<file path="src/rtl/ar3d_pkg.sv">
`timescale 1ns / 1ps
// Shared types, constants and the quarter-wave sine table builder for the
// axis rotation block. Depends on nothing; every other file imports it.

package ar3d_pkg;

	// Field widths.
	localparam int ANGLE_BITS   = 16;
	localparam int ELEMENT_BITS = 32;
	localparam int OP_BITS      = 2;
	localparam int THR_BITS     = 10;

	// Configuration port.
	localparam int DATA_BITS      = 32;
	localparam int PADDR_BITS     = 3;
	localparam int REG_INDEX_BITS = PADDR_BITS - 2;
	localparam logic [REG_INDEX_BITS-1:0] REG_ZERO_THRESHOLD = '0;

	// Phase quantization: the angle is scaled to 24 bits, the top 12 form the phase.
	localparam int SCALED_BITS  = 24;
	localparam int PHASE_BITS   = 12;
	localparam int QUARTER_BITS = 10;
	localparam int QUARTER_STEPS = 1 << QUARTER_BITS;
	localparam int INDEX_BITS   = QUARTER_BITS + 1;

	// Sine table storage split into banks small enough to read as logic.
	localparam int SINE_BITS  = 15;
	localparam int BANK_BITS  = 8;
	localparam int BANK_DEPTH = 1 << BANK_BITS;
	localparam int BANK_COUNT = QUARTER_STEPS / BANK_DEPTH;
	localparam int BANK_SEL_BITS = QUARTER_BITS - BANK_BITS;

	// Arithmetic widths.
	localparam int COEF_BITS  = 17;
	localparam int FRAC_BITS  = 15;
	localparam int PROD_BITS  = COEF_BITS + ELEMENT_BITS;
	localparam int ROUND_BITS = PROD_BITS - FRAC_BITS;
	localparam int SUM_BITS   = ROUND_BITS + 1;

	localparam longint unsigned HALF_PI_Q30 = 64'd1686629713;

	typedef enum logic [OP_BITS-1:0] {
		OP_ROLL,
		OP_PITCH,
		OP_YAW,
		OP_IDENT
	} op_t;

	typedef logic signed [ELEMENT_BITS-1:0] elem_t;
	typedef logic signed [COEF_BITS-1:0]    coef_t;
	typedef logic signed [PROD_BITS-1:0]    prod_t;
	typedef logic signed [ROUND_BITS-1:0]   rnd_t;
	typedef logic signed [SUM_BITS-1:0]     sum_t;
	typedef logic [SINE_BITS-1:0]           sine_t;
	typedef sine_t                          sine_bank_t [BANK_DEPTH];

	localparam elem_t ELEM_MAX = {1'b0, {(ELEMENT_BITS-1){1'b1}}};
	localparam elem_t ELEM_MIN = {1'b1, {(ELEMENT_BITS-1){1'b0}}};
	localparam coef_t COEF_ONE = coef_t'(1 << FRAC_BITS);
	localparam prod_t PROD_HALF = prod_t'(1 << (FRAC_BITS - 1));

	// Per-stage advance strobes of the pipeline.
	typedef struct packed {
		logic s1;
		logic s2;
		logic s3;
		logic s4;
		logic s5;
	} stage_en_t;

	// Operands of one lane: c1 * e1 + c2 * e2.
	typedef struct packed {
		coef_t c1;
		elem_t e1;
		coef_t c2;
		elem_t e2;
	} lane_op_t;

	// One unsigned Q0.15 entry sin(k*pi/2048) from a Q30 Taylor series, evaluated at elaboration.
	function automatic sine_t quarter_sine(input int unsigned k);
		longint unsigned x;
		longint unsigned x2;
		longint unsigned term;
		longint          acc;
		x    = (longint'(k) * HALF_PI_Q30 + 64'd512) >> 10;
		x2   = (x * x) >> 30;
		term = x;
		acc  = longint'(x);
		term = ((term * x2) >> 30) / 6;
		acc  = acc - longint'(term);
		term = ((term * x2) >> 30) / 20;
		acc  = acc + longint'(term);
		term = ((term * x2) >> 30) / 42;
		acc  = acc - longint'(term);
		term = ((term * x2) >> 30) / 72;
		acc  = acc + longint'(term);
		term = ((term * x2) >> 30) / 110;
		acc  = acc - longint'(term);
		term = ((term * x2) >> 30) / 156;
		acc  = acc + longint'(term);
		term = ((term * x2) >> 30) / 210;
		acc  = acc - longint'(term);
		if (acc < 0) begin
			acc = 0;
		end
		acc = (acc + 16384) >>> 15;
		if (acc > 32767) begin
			acc = 32767;
		end
		return acc[SINE_BITS-1:0];
	endfunction

	// One bank of consecutive table entries starting at bank * BANK_DEPTH.
	function automatic sine_bank_t build_bank(input int unsigned bank);
		sine_bank_t b;
		for (int unsigned j = 0; j < BANK_DEPTH; j++) begin
			b[j] = quarter_sine(bank * BANK_DEPTH + j);
		end
		return b;
	endfunction

endpackage

</file>
<file path="src/rtl/ar3d_lane.sv">
`timescale 1ns / 1ps
// One arithmetic lane: two products, rounding, sum and saturation.
// Depends on ar3d_pkg for widths and the operand struct.

module ar3d_lane import ar3d_pkg::*; (
	input  logic      clk,
	input  stage_en_t en,
	input  lane_op_t  opnd,
	output elem_t     sat_s4
);

	prod_t p1_s3;
	prod_t p2_s3;
	prod_t p1_half;
	prod_t p2_half;
	rnd_t  r1;
	rnd_t  r2;
	sum_t  sum;
	elem_t sat;

	// Stage 3: the two products.
	always_ff @(posedge clk) begin
		if (en.s3) begin
			p1_s3 <= prod_t'(opnd.c1) * prod_t'(opnd.e1);
			p2_s3 <= prod_t'(opnd.c2) * prod_t'(opnd.e2);
		end
	end

	// Round each product to nearest, halves up, then add and clamp.
	always_comb begin
		p1_half = p1_s3 + PROD_HALF;
		p2_half = p2_s3 + PROD_HALF;
		r1      = p1_half[PROD_BITS-1:FRAC_BITS];
		r2      = p2_half[PROD_BITS-1:FRAC_BITS];
		sum     = sum_t'(r1) + sum_t'(r2);
		if (sum > sum_t'(ELEM_MAX)) begin
			sat = ELEM_MAX;
		end else if (sum < sum_t'(ELEM_MIN)) begin
			sat = ELEM_MIN;
		end else begin
			sat = sum[ELEMENT_BITS-1:0];
		end
	end

	// Stage 4: saturated lane result.
	always_ff @(posedge clk) begin
		if (en.s4) begin
			sat_s4 <= sat;
		end
	end

endmodule

</file>
<file path="config.mk">
export PLATFORM = sky130hd
export DESIGN_NAME = ar3d_lane
export DESIGN_NICKNAME = d
export VERILOG_FILES = /design/src/rtl/ar3d_pkg.sv /design/src/rtl/ar3d_lane.sv
export SDC_FILE = /design/constraint.sdc
export NUM_CORES = 2
export LEC_CHECK = 0
export BUFFER_PORTS_ARGS = -buffer_cell sky130_fd_sc_hd__buf_2
export CAP_MARGIN = 20
export CORE_MARGIN = 3
export CORE_UTILIZATION = 66
export CTS_CLUSTER_SIZE = 24
export DETAILED_ROUTE_END_ITERATION = 12
export PLACE_DENSITY = 0.84
export SLEW_MARGIN = 5
export SYNTH_ARGS = -nofsm -noshare
export SYNTH_HDL_FRONTEND = slang
export SYNTH_SLANG_ARGS = --single-unit
</file>
<file path="constraint.sdc">
create_clock -name clk -period 9.08 [get_ports clk]
set_clock_uncertainty 0.2 [all_clocks]
set_input_delay 1.816 -clock clk [delete_from_list [all_inputs] [get_ports clk]]
set_output_delay 1.816 -clock clk [all_outputs]
set_load 0.01 [all_outputs]
</file>
Word-level counts from Yosys, hierarchy flattened:

Cells that the tools add are included.

* bits in registers: 130
* bits of input ports: 104
* output and inout port bits: 32
* logic and storage cells: 11

* add/subtract/negate cells: 3
* multiply operators: 2
* order comparisons: 2
* muxes and demuxes: 1

Operators by type and width (number)
* adder 49 x 16 -> 49 bit, second input constant: 2
* multiplier 17 x 32 -> 49 bit: 2
* adder 34 x 34 -> 35 bit: 1
* > comparator 35 x 32 -> 1 bit, second input constant: 1
* less-than comparator 35 x 32 -> 1 bit, second input constant: 1
* two-way mux 32 bit: 1

Depth between registers and ports, before layout:

* depth in word-level cells: 4
* mapped depth: 25
* mapped depth without buffers: 24

Least setup slack after synthesis:

OpenSTA, ideal clock, no wires.

* path type: input to register
* start: input opnd[29] (netlist name)
* end: register p2_s3[41], data pin
* library setup time: 0.263 ns
* data arrival time: 7.562 ns
* data required time: 8.617 ns
* setup slack: 1.056 ns
* stages: 25
* path buffers: 2
* cell sequence: clkbuf_1 > nand2_1 > fa_1 > inv_1 > fa_1 > inv_1 > fa_1 > inv_1 > fa_1 > fa_1 > inv_1 > fa_1 > inv_1 > ha_1 > clkbuf_1 > a21o_1 > a21o_1 > a21o_1 > a22o_1 > o21ai_0 > nand2b_1 > a41o_1 > a21o_1 > a311oi_1 > xnor2_1

* longest elaborated chain between the ends: 1

Ends and longest elaborated chain
* start: declaration: line ar3d_lane.sv:8 `input lane_op_t opnd,`
* multiplier 17 x 32 -> 49 bit: line ar3d_lane.sv:25 `p2_s3 <= prod_t'(opnd.c2) * prod_t'(opnd.e2);`
* end signal: assignment: line ar3d_lane.sv:25
* end: declaration: line ar3d_lane.sv:13 `prod_t p2_s3;`

No other way between the ends.
A chain may end at the register's enable or synchronous reset.

Final worst setup path:

* start: input opnd[84] (netlist name)
* end: register p1_s3[48], data pin

* longest elaborated chain between the ends: 1

Ends and longest elaborated chain
* multiplier 17 x 32 -> 49 bit: line ar3d_lane.sv:24 `p1_s3 <= prod_t'(opnd.c1) * prod_t'(opnd.e1);`
* end signal: assignment: line ar3d_lane.sv:24
* end: declaration: line ar3d_lane.sv:12 `prod_t p1_s3;`

No other way between the ends.

==> summary.md <==
| Metric | Value |
|---|---|
| Commonest non-fill, non-tap cell in the layout | fa_1 |
| Drt pass-1 iters | 5 |
| Crit path arrival time | 8520 ps |
| Req. time, crit path | 8990 ps |
| Worst slew margin | 24.7% |
| Ys flop type | edfxtp_1 |
| MaxCap Viol Count | 0 |
| Final Max Tran Viols | 0 |
| Most frequent cells in the layout | fa_1, inv_1, nand2_1, and2_1, ha_1 |
| Setup TNS | 0 ps |
| Clk buf depth | 2 |
| GR Overflow Total | 0 |
| Area Growth Syn to Fin | 3.81% |
| Row count | 92 |
| Total number of vias | 30900 |
| Effective utilization at floorplan | 66.9% |
| FF+latch area | 3060 µm² |
| GPL Wtd Cong | 0.897 |
| IO Pins | 136 |
| Area of the multi-input gates | 34800 µm² |
| Vias per inst | 5.78 |
| Clock Root Buffer | clkbuf_16 |
| Syn Nets | 5899 |
| Dpl cell area | 43700 µm² |
| Worst-path fanout max | 22 |
| IO buf count | 132 |
| DR WL/cell | 18.5 µm |
| Cells taking the most area after synthesis | fa_1, inv_1, ha_1 |
| Asr flop ratio synth | 0% |
| Type of the worst setup path | primary input to flip-flop |
| Hold violation total from the final report | 0 |
| Status | completed |
| DIE AREA | 67200 µm² |
| Antenna violations before repair | 0 |
| Initial drt markers | 1978 |
| Crit start category | primary input |
| Worst-Margin Slew | 1110 ps |
| GRT Total Usage | 31.0% |
| Fin crit share | 94.8% |
| Vias in the first global route | 33900 |
| Worst-path clk slew | 70 ps |
| Post-cts resize count | 0 |
| Die Wd | 259 µm |
| Fmax | 116 MHz |
| Post-CTS setup buffer count | 0 |
| Num CTS Buffers | 9 |
| Diode count | 0 |
| Register area share after synthesis | 7.23% |
| Layout cells sized above 1 | 4.76% |
| Ys Warns | 0 |
| Synth top area share | 49.2% |
| DR DRC count | 0 |
| Largest net degree at the start of global routing | 71 |
| Finished Cell Area | 44000 µm² |
| Unrepaired setup endpoints after global routing | false |
| Layout Nets | 5897 |
| Flops & latches, synth | 102 |
| Library cells used by synthesis | 66 |
| Routed Antenna Nets | 0 |
| H-tree level count | 3 |
| Finish-stage setup viols | 0 |
| HP Class | flip-flop to flip-flop |
| CTS sink cnt | 102 |
| Min Tclk post-route | 8610 ps |
| Endpoint type of the worst setup path | flip-flop |
| Hold Buf Count CTS | 0 |
| Avg Cell Area, Syn | 9.42 µm² |
| CTS tree | done |
| Post-DP HPWL | 78.8 mm |
| Fill count | 4785 |
| Placeable Area | 63300 µm² |
| Wire length of the first global-routing pass | 166 mm |
| Final wirelength | 98.8 mm |
| Cells after Synth | 4496 |
| Dominant cell type by area after synthesis | fa_1 |
| Die height | 259 µm |
| Clk_lat worst skew | 360 ps |
| Mapped Area | 42400 µm² |
| Number of enable flip-flop cells after synthesis | 102 |
==> final timing paths <==
check,from,end,slack (ps),cells past startpoint
hold / removal,p1_s3[14],sat_s4[0],680,3
setup / recovery,opnd[84],p1_s3[48],470,22
hold reg to reg,p1_s3[14],sat_s4[0],680,3
setup reg to reg,p2_s3[16],sat_s4[12],2630,20
==> synthesized netlist by cell type, types with 9 or more instances <==
| cell type | n |
|---|---|
| a31oi_1 | 14 |
| a21o_1 | 79 |
| nand2b_1 | 25 |
| o21a_1 | 22 |
| buf_2 | 9 |
| nand4_1 | 30 |
| o211ai_1 | 9 |
| o21bai_1 | 9 |
| a21oi_1 | 90 |
| nor3_1 | 14 |
| fa_1 | 1041 |
| nor2_1 | 96 |
| ha_1 | 258 |
| nand3_1 | 51 |
| xnor2_1 | 129 |
| and2_1 | 467 |
| nand2_1 | 638 |
| a211oi_1 | 12 |
| and4_1 | 9 |
| nor2b_1 | 18 |
| clkbuf_1 | 177 |
| xor2_1 | 52 |
| inv_1 | 992 |
| and3_1 | 34 |
| o21ai_0 | 40 |
| edfxtp_1 | 102 |
==> through the flow <==
step,cells,worst slack (ps),hold slack (ps),utilization (%)
global placement,5328,385,666,69.0
detailed placement,5328,250,650,69.0
floorplan,4496,1060,570,-
CTS,5344,628,679,69.4
global route,5345,165,743,69.4
finish,5345,474,685,69.4
==> worst max-delay path: stages <==
cell and delay, ps:
buf_2 470, buf_4 290, nand2_1 100, fa_1 520, fa_1 520, fa_1 520
inv_1 60, fa_1 510, fa_1 500, inv_1 50, fa_1 470, inv_1 40
ha_1 330, a21o_1 160, a21o_1 120, a21oi_1 90, o21ai_0 170, nor3b_1 220
a21oi_1 140, o41ai_1 1010, a221oi_1 220, xnor2_1 190
==> registers in the layout, summed over array words and instances (netlist names) <==
signal	flops
p1_s3	35
p2_s3	35
sat_s4	32
==> metal layers <==
layer | part of all wire (%) | vias to the layer above | GRT usage, % | wire [µm]
met1 | 38 | 15800 | 40.9 | 37700
met4 | 4.3 | 0 | 12.1 | 4260
met3 | 7.8 | 336 | 4.81 | 7750
met5 | 0 | - | 0 | 0
met2 | 50 | 1331 | 52.2 | 49200
li1 | - | 13400 | - | -
==> cell families after synthesis <==
kind of cell	synth area share, %
flops	7.23
fa+ha+maj	56.8
simple gates	16.2
compound gates	5.38
buf+inv	10.6
mux	0.0266
xor+xnor	3.74
==> final cells by class <==
class | instances | area share (%)
clock buffer | 9 | 0.512
clock inverter | 7 | 0.125
inverter | 993 | 8.48
multi-input combinational | 3207 | 79.1
sequential | 102 | 6.97
tap | 846 | 2.41
timing repair buffer | 181 | 2.38
Power is left out: the tool's default activity adds up to more than one toggle a clock period on the data nets, which glitch-free logic cannot reach.
