[src/rtl/ar3d_pkg.sv]
`timescale 1ns / 1ps
// Shared types, constants and the quarter-wave sine table builder for the
// axis rotation block. Depends on nothing; every other file imports it.

package ar3d_pkg;

	// Field widths.
	localparam int ANGLE_BITS   = 16;
	localparam int ELEMENT_BITS = 32;
	localparam int OP_BITS      = 2;
	localparam int THR_BITS     = 10;

	// Configuration port.
	localparam int DATA_BITS      = 32;
	localparam int PADDR_BITS     = 3;
	localparam int REG_INDEX_BITS = PADDR_BITS - 2;
	localparam logic [REG_INDEX_BITS-1:0] REG_ZERO_THRESHOLD = '0;

	// Phase quantization: the angle is scaled to 24 bits, the top 12 form the phase.
	localparam int SCALED_BITS  = 24;
	localparam int PHASE_BITS   = 12;
	localparam int QUARTER_BITS = 10;
	localparam int QUARTER_STEPS = 1 << QUARTER_BITS;
	localparam int INDEX_BITS   = QUARTER_BITS + 1;

	// Sine table storage split into banks small enough to read as logic.
	localparam int SINE_BITS  = 15;
	localparam int BANK_BITS  = 8;
	localparam int BANK_DEPTH = 1 << BANK_BITS;
	localparam int BANK_COUNT = QUARTER_STEPS / BANK_DEPTH;
	localparam int BANK_SEL_BITS = QUARTER_BITS - BANK_BITS;

	// Arithmetic widths.
	localparam int COEF_BITS  = 17;
	localparam int FRAC_BITS  = 15;
	localparam int PROD_BITS  = COEF_BITS + ELEMENT_BITS;
	localparam int ROUND_BITS = PROD_BITS - FRAC_BITS;
	localparam int SUM_BITS   = ROUND_BITS + 1;

	localparam longint unsigned HALF_PI_Q30 = 64'd1686629713;

	typedef enum logic [OP_BITS-1:0] {
		OP_ROLL,
		OP_PITCH,
		OP_YAW,
		OP_IDENT
	} op_t;

	typedef logic signed [ELEMENT_BITS-1:0] elem_t;
	typedef logic signed [COEF_BITS-1:0]    coef_t;
	typedef logic signed [PROD_BITS-1:0]    prod_t;
	typedef logic signed [ROUND_BITS-1:0]   rnd_t;
	typedef logic signed [SUM_BITS-1:0]     sum_t;
	typedef logic [SINE_BITS-1:0]           sine_t;
	typedef sine_t                          sine_bank_t [BANK_DEPTH];

	localparam elem_t ELEM_MAX = {1'b0, {(ELEMENT_BITS-1){1'b1}}};
	localparam elem_t ELEM_MIN = {1'b1, {(ELEMENT_BITS-1){1'b0}}};
	localparam coef_t COEF_ONE = coef_t'(1 << FRAC_BITS);
	localparam prod_t PROD_HALF = prod_t'(1 << (FRAC_BITS - 1));

	// Per-stage advance strobes of the pipeline.
	typedef struct packed {
		logic s1;
		logic s2;
		logic s3;
		logic s4;
		logic s5;
	} stage_en_t;

	// Operands of one lane: c1 * e1 + c2 * e2.
	typedef struct packed {
		coef_t c1;
		elem_t e1;
		coef_t c2;
		elem_t e2;
	} lane_op_t;

	// One unsigned Q0.15 entry sin(k*pi/2048) from a Q30 Taylor series, evaluated at elaboration.
	function automatic sine_t quarter_sine(input int unsigned k);
		longint unsigned x;
		longint unsigned x2;
		longint unsigned term;
		longint          acc;
		x    = (longint'(k) * HALF_PI_Q30 + 64'd512) >> 10;
		x2   = (x * x) >> 30;
		term = x;
		acc  = longint'(x);
		term = ((term * x2) >> 30) / 6;
		acc  = acc - longint'(term);
		term = ((term * x2) >> 30) / 20;
		acc  = acc + longint'(term);
		term = ((term * x2) >> 30) / 42;
		acc  = acc - longint'(term);
		term = ((term * x2) >> 30) / 72;
		acc  = acc + longint'(term);
		term = ((term * x2) >> 30) / 110;
		acc  = acc - longint'(term);
		term = ((term * x2) >> 30) / 156;
		acc  = acc + longint'(term);
		term = ((term * x2) >> 30) / 210;
		acc  = acc - longint'(term);
		if (acc < 0) begin
			acc = 0;
		end
		acc = (acc + 16384) >>> 15;
		if (acc > 32767) begin
			acc = 32767;
		end
		return acc[SINE_BITS-1:0];
	endfunction

	// One bank of consecutive table entries starting at bank * BANK_DEPTH.
	function automatic sine_bank_t build_bank(input int unsigned bank);
		sine_bank_t b;
		for (int unsigned j = 0; j < BANK_DEPTH; j++) begin
			b[j] = quarter_sine(bank * BANK_DEPTH + j);
		end
		return b;
	endfunction

endpackage

[src/rtl/ar3d_merge.sv]
`timescale 1ns / 1ps
// Merging stage: applies the zero threshold to the three lanes and holds the
// result item in the output register. Depends on ar3d_pkg.

module ar3d_merge import ar3d_pkg::*; (
	input  logic                clk,
	input  stage_en_t           en,
	input  logic [THR_BITS-1:0] threshold,
	input  elem_t               lane_x,
	input  elem_t               lane_y,
	input  elem_t               lane_z,
	output elem_t               out_x_s5,
	output elem_t               out_y_s5,
	output elem_t               out_z_s5
);

	// Zero a value whose magnitude falls below the threshold.
	function automatic elem_t squash(input elem_t v, input logic [THR_BITS-1:0] thr);
		logic [ELEMENT_BITS-1:0] mag;
		mag = v[ELEMENT_BITS-1] ? (~v + 1'b1) : v;
		return (mag < ELEMENT_BITS'(thr)) ? '0 : v;
	endfunction

	// Stage 5: output register.
	always_ff @(posedge clk) begin
		if (en.s5) begin
			out_x_s5 <= squash(lane_x, threshold);
			out_y_s5 <= squash(lane_y, threshold);
			out_z_s5 <= squash(lane_z, threshold);
		end
	end

endmodule

[config.mk]
export PLATFORM = sky130hd
export DESIGN_NAME = ar3d_merge
export DESIGN_NICKNAME = d
export VERILOG_FILES = /design/src/rtl/ar3d_pkg.sv /design/src/rtl/ar3d_merge.sv
export SDC_FILE = /design/constraint.sdc
export NUM_CORES = 1
export LEC_CHECK = 0
export ABC_CLOCK_PERIOD_IN_PS = 4150
export BUFFER_PORTS_ARGS = -buffer_cell sky130_fd_sc_hd__buf_2
export CORE_ASPECT_RATIO = 1.5
export CORE_MARGIN = 2
export CORE_UTILIZATION = 25
export CTS_BUF_LIST = sky130_fd_sc_hd__clkbuf_4 sky130_fd_sc_hd__clkbuf_8 sky130_fd_sc_hd__clkbuf_16
export CTS_CLUSTER_DIAMETER = 60
export CTS_CLUSTER_SIZE = 16
export DETAILED_ROUTE_END_ITERATION = 16
export MAX_ROUTING_LAYER = met4
export SKIP_CTS_REPAIR_TIMING = 1
export SLEW_MARGIN = 10
export SYNTH_ARGS = -nofsm -noshare
export SYNTH_HDL_FRONTEND = slang
export SYNTH_SLANG_ARGS = --single-unit
export TNS_END_PERCENT = 30
[constraint.sdc]
create_clock -name clk -period 4.15 [get_ports clk]
set_input_delay 0.83 -clock clk [delete_from_list [all_inputs] [get_ports clk]]
set_output_delay 0.83 -clock clk [all_outputs]
set_load 0.05 [all_outputs]
; Word-level counts from Yosys, hierarchy flattened
; Cells that the tools add are included.
[word_totals]
regBits = 96
out_inout_bits = 96
input_bits = 112
[classes]
order_cmp = 3
bitwise_logic = 3
n_addsub = 3
mux = 3
[ops]
columns = op, n
row1 = $add A32 B1 Y32 const B, 3
row2 = $lt A32 B10 Y1, 3
row3 = $mux W32, 3
row4 = $not A32 Y32, 3

; Longest topological paths before layout
[depth]
depth_word = 4
depth_mapped = 14
mapped_depth_nobuf = 13

; Worst setup path before layout
; No wires, ideal clock.
[synth_path]
path_type = in2reg
start = input lane_z[7]
end = register out_z_s5[31] (data pin)
stages = 12
n_path_buf = 1
t_required_ns = 3.889
arrival_time_ns = 3.642
path_slack_ns = 0.247
cell_sequence = nor4_1 nand2_1 o21ai_0 xnor2_1 ha_1 a221o_1 a221oi_1 o311ai_0 or4_1 nor4_4 buf_6 a21oi_2
[synth_between]
elab_chain_cells = 4
[synth_rtl]
columns = element, line_no
row1 = from (decl), ar3d_merge.sv:11  ; input elem_t lane_z,
row2 = $not A32 Y32, ar3d_merge.sv:20  ; mag = v[ELEMENT_BITS-1] ? (~v + 1'b1) : v;
row3 = $add A32 B1 Y32, ar3d_merge.sv:20
row4 = $mux W32 (*), ar3d_merge.sv:20
row5 = $lt A32 B10 Y1 (*), ar3d_merge.sv:21  ; return (mag < ELEMENT_BITS'(thr)) ? '0 : v;
row6 = to (signal assigned), ar3d_merge.sv:29  ; out_z_s5 <= squash(lane_z, threshold);
row7 = to (decl), ar3d_merge.sv:14  ; output elem_t out_z_s5
; Mark *: on every way between the ends. The rest lies on a longest branch, timed or not.
; A chain may end at the register's enable or synchronous reset.

; Worst setup path after layout
[layout_path]
start = input lane_z[7]
end = register out_z_s5[26] (data pin)
; The elaborated chain is that of the path after synthesis.

==> impl_metrics.ini <==
[drt]
drt_wl_total_um = 24800
vias = 6905
drt-vias-per-instance = 5.13
detail_route.iter0.violations = 476
ant_nets = 0
detail_route.wl_per_cell_um = 18.5
drtPass1Iterations = 5
remaining_drc_errors = 0

[timing]
grt_setup_unrepaired = no
hold_ws_ns = 0.822
period_share = 0.938
final.setup.tns_ns = 0
layout_min_cycle_time_ns = 3.89
finalHoldViolations = 0
final-setup-viol-count = 0
finalMaxSlewViolations = 0
max_freq_mhz = 257
worstMarginPinSlew_ns = 0.674
worst_slew_margin_rel = 0.547

[yosys]
top_cells_by_area_in_the_synthesized_netlist = sky130_fd_sc_hd__edfxtp_1, sky130_fd_sc_hd__ha_1, sky130_fd_sc_hd__a21boi_2
postSynth.asyncResetShare = 0
synth_common_cells = sky130_fd_sc_hd__edfxtp_1, sky130_fd_sc_hd__inv_1, sky130_fd_sc_hd__nor2_1
synth_most_common_cell = sky130_fd_sc_hd__edfxtp_1
post_synth.cell_area_avg_um2 = 10.0
count_of_yosys_warnings_during_synthesis = 0
mappedNetlistNets = 872
ys_seq_elements = 96
synth_top_flop_cell = sky130_fd_sc_hd__edfxtp_1
synth.distinct_cells = 80
post_synth_instance_area_mm2 = 0.00733
synth_top_area_cell = sky130_fd_sc_hd__edfxtp_1
synth_sequential_area_ratio = 0.393
synth_edf_count = 96
synthesis.instances = 730
netlist.area_leader.share = 0.393

[global_routing]
grt_start_max_net_pins = 36
grt_first_pass_wirelength_um = 37600
grt.total_usage = 0.165
grt-ovfl-total = 0
vias_in_the_first_global_route = 6747
initial_antenna_violation_count = 3

[placement]
dpl-instance-area_mm2 = 0.00897
dp_hpwl_um = 19700
port-buffer-count = 203
place.gp.congestion = 0.922

[outcome]
run_status = finished clean

[die]
floorplan.initialDensity = 0.254
design.core.area_mm2 = 0.0288
die-area_mm2 = 0.0307
floorplan.rows = 76
die_y_extent_um = 214
fp.dieW_um = 144
number_of_top_level_pins = 208

[cells_and_area]
growth_of_design_area_from_synthesis_to_finish_pct = 26.8
fraction_of_layout_cells_with_a_size_suffix_above_1 = 0.360
final_layout_net_count = 1091
postLayoutCellArea_mm2 = 0.00929

[hold_path]
holdPathStages = 2
hold-path-endpoint = out_z_s5[28]
holdCritPathClass = in -> reg
worstHoldStart = lane_z[28]

[clocking]
clkSinkCount = 96
cts-root-buf = sky130_fd_sc_hd__clkbuf_16
worst_setup_hold_path_clk_slew_ns = 0.06
numCtsBuffers = 9
max-clock-path-buffers = 2
ctsHtreeMaxLevel = 3
tritoncts = done

[power_and_ir_drop]
power.static_leakage_nw = 3.65
power_frac_clock = 0.311
pwr-share-seq = 0.402
combPwrFrac = 0.287
powerDensity_mw_per_mm2 = 313
total_switching_power_mw = 0.970
power_switching_share = 0.333
peakVddDrop_mv = 0.188
internal_power_mw = 1.94

[critical_path]
path_max_fanout = 18
crit_path_start_kind = input pin
worstSetupEndpointType = register
cp_data_arrival_time_ns = 4.00
crit_required_ns = 4.26
setup.worst_path.class = in -> reg

[run]
max_cap_violations = 0
critical path: stages:
cell                       delay [ns]
sky130_fd_sc_hd__buf_2           0.11
sky130_fd_sc_hd__nor4_1          0.40
sky130_fd_sc_hd__nand2_1         0.13
sky130_fd_sc_hd__o21ai_0         0.22
sky130_fd_sc_hd__xnor2_1         0.16
sky130_fd_sc_hd__ha_1            0.27
sky130_fd_sc_hd__a221o_1         0.31
sky130_fd_sc_hd__a221oi_1        0.22
sky130_fd_sc_hd__o311ai_0        0.19
sky130_fd_sc_hd__or4_1           0.55
sky130_fd_sc_hd__nor4_4          0.17
sky130_fd_sc_hd__buf_4           0.34
sky130_fd_sc_hd__a21boi_2        0.09
per-stage QoR:
stage / utilization / cells / worst slack, ns / total power [mW]
floorplan: - / 730 / 0.247 / 1.73
global placement: 0.311 / 1328 / -0.0894 / 2.02
detailed placement: 0.311 / 1328 / -0.0917 / 2.03
CTS: 0.322 / 1343 / 0.303 / 2.96
global route: 0.323 / 1346 / 0.0147 / 3.05
finish: 0.323 / 1346 / 0.256 / 2.91
logic make-up (layout without fill, tap and decap cells):
| kind of cell | count (synthesis) | in the layout | share of synthesized area |
|---|---|---|---|
| buffers and inverters | 99 | 322 | 0.0683 |
| flip-flops | 96 | 96 | 0.393 |
| XOR/XNOR | 28 | 28 | 0.0335 |
| AND/OR/NAND/NOR | 221 | 221 | 0.187 |
| AO/OA/AOI/OAI | 248 | 248 | 0.255 |
| multiplexers | 8 | 8 | 0.0114 |
| other | 0 | 3 | 0 |
| adder cells (fa/ha/maj) | 30 | 30 | 0.0512 |
cell usage in the layout, fill, tap and decap left out, drive strengths merged, types with 6 or more instances in the layout:
master and n:
nor2 45, ha 30, inv 52, buf 255
and3 8, nor3 20, o31ai 11, nand2 40
nor4 35, nand4 12, a21boi 55, a21oi 42
or4 9, xnor2 24, nor3b 6, clkbuf 12
a211oi 6, nand3 13, and4 7, edfxtp 96
a31oi 44, o21ai 25
worst max path at each step:
stage / startpoint / to / slack [ns] / cells past startpoint
floorplan: lane_z[7] / out_z_s5[31] / 0.25 / 12
global placement: lane_z[1] / out_z_s5[21] / -0.09 / 13
detailed placement: lane_z[1] / out_z_s5[26] / -0.09 / 13
CTS: lane_z[1] / out_z_s5[26] / 0.30 / 13
global route: lane_z[7] / out_z_s5[29] / 0.01 / 13
finish: lane_z[7] / out_z_s5[26] / 0.26 / 13
final cells by class:
class	count	area, µm²
antenna	3	7.51
clock buffer	12	248
clock inverter	3	67.6
fill	3003	19500
inverter	52	195
multi-input combinational	535	3960
sequential	96	2880
tap	390	488
timing repair buffer	255	1450
sequential cells by signal (all words and copies together) (netlist names):
register and count:
out_y_s5 32, out_x_s5 32, out_z_s5 32
power by group through the flow:
stage,logic (mW),clock network [mW],registers (mW)
floorplan,0.271,0,1.46
global placement,0.829,0,1.19
global route,0.896,0.974,1.18
finish,0.835,0.905,1.17
detailed placement,0.836,0,1.19
CTS,0.839,0.950,1.17
layer usage:
metal	routed length [µm]	share of wire	GRT usage	up-vias
met5	0	0	-	-
met4	872	0.035	0.0798	0
met3	1220	0.049	0.0304	45
met2	12700	0.51	0.281	255
met1	10000	0.40	0.185	3304
li1	-	-	-	3301
No activity file was read; power rests on OpenSTA's default activity.
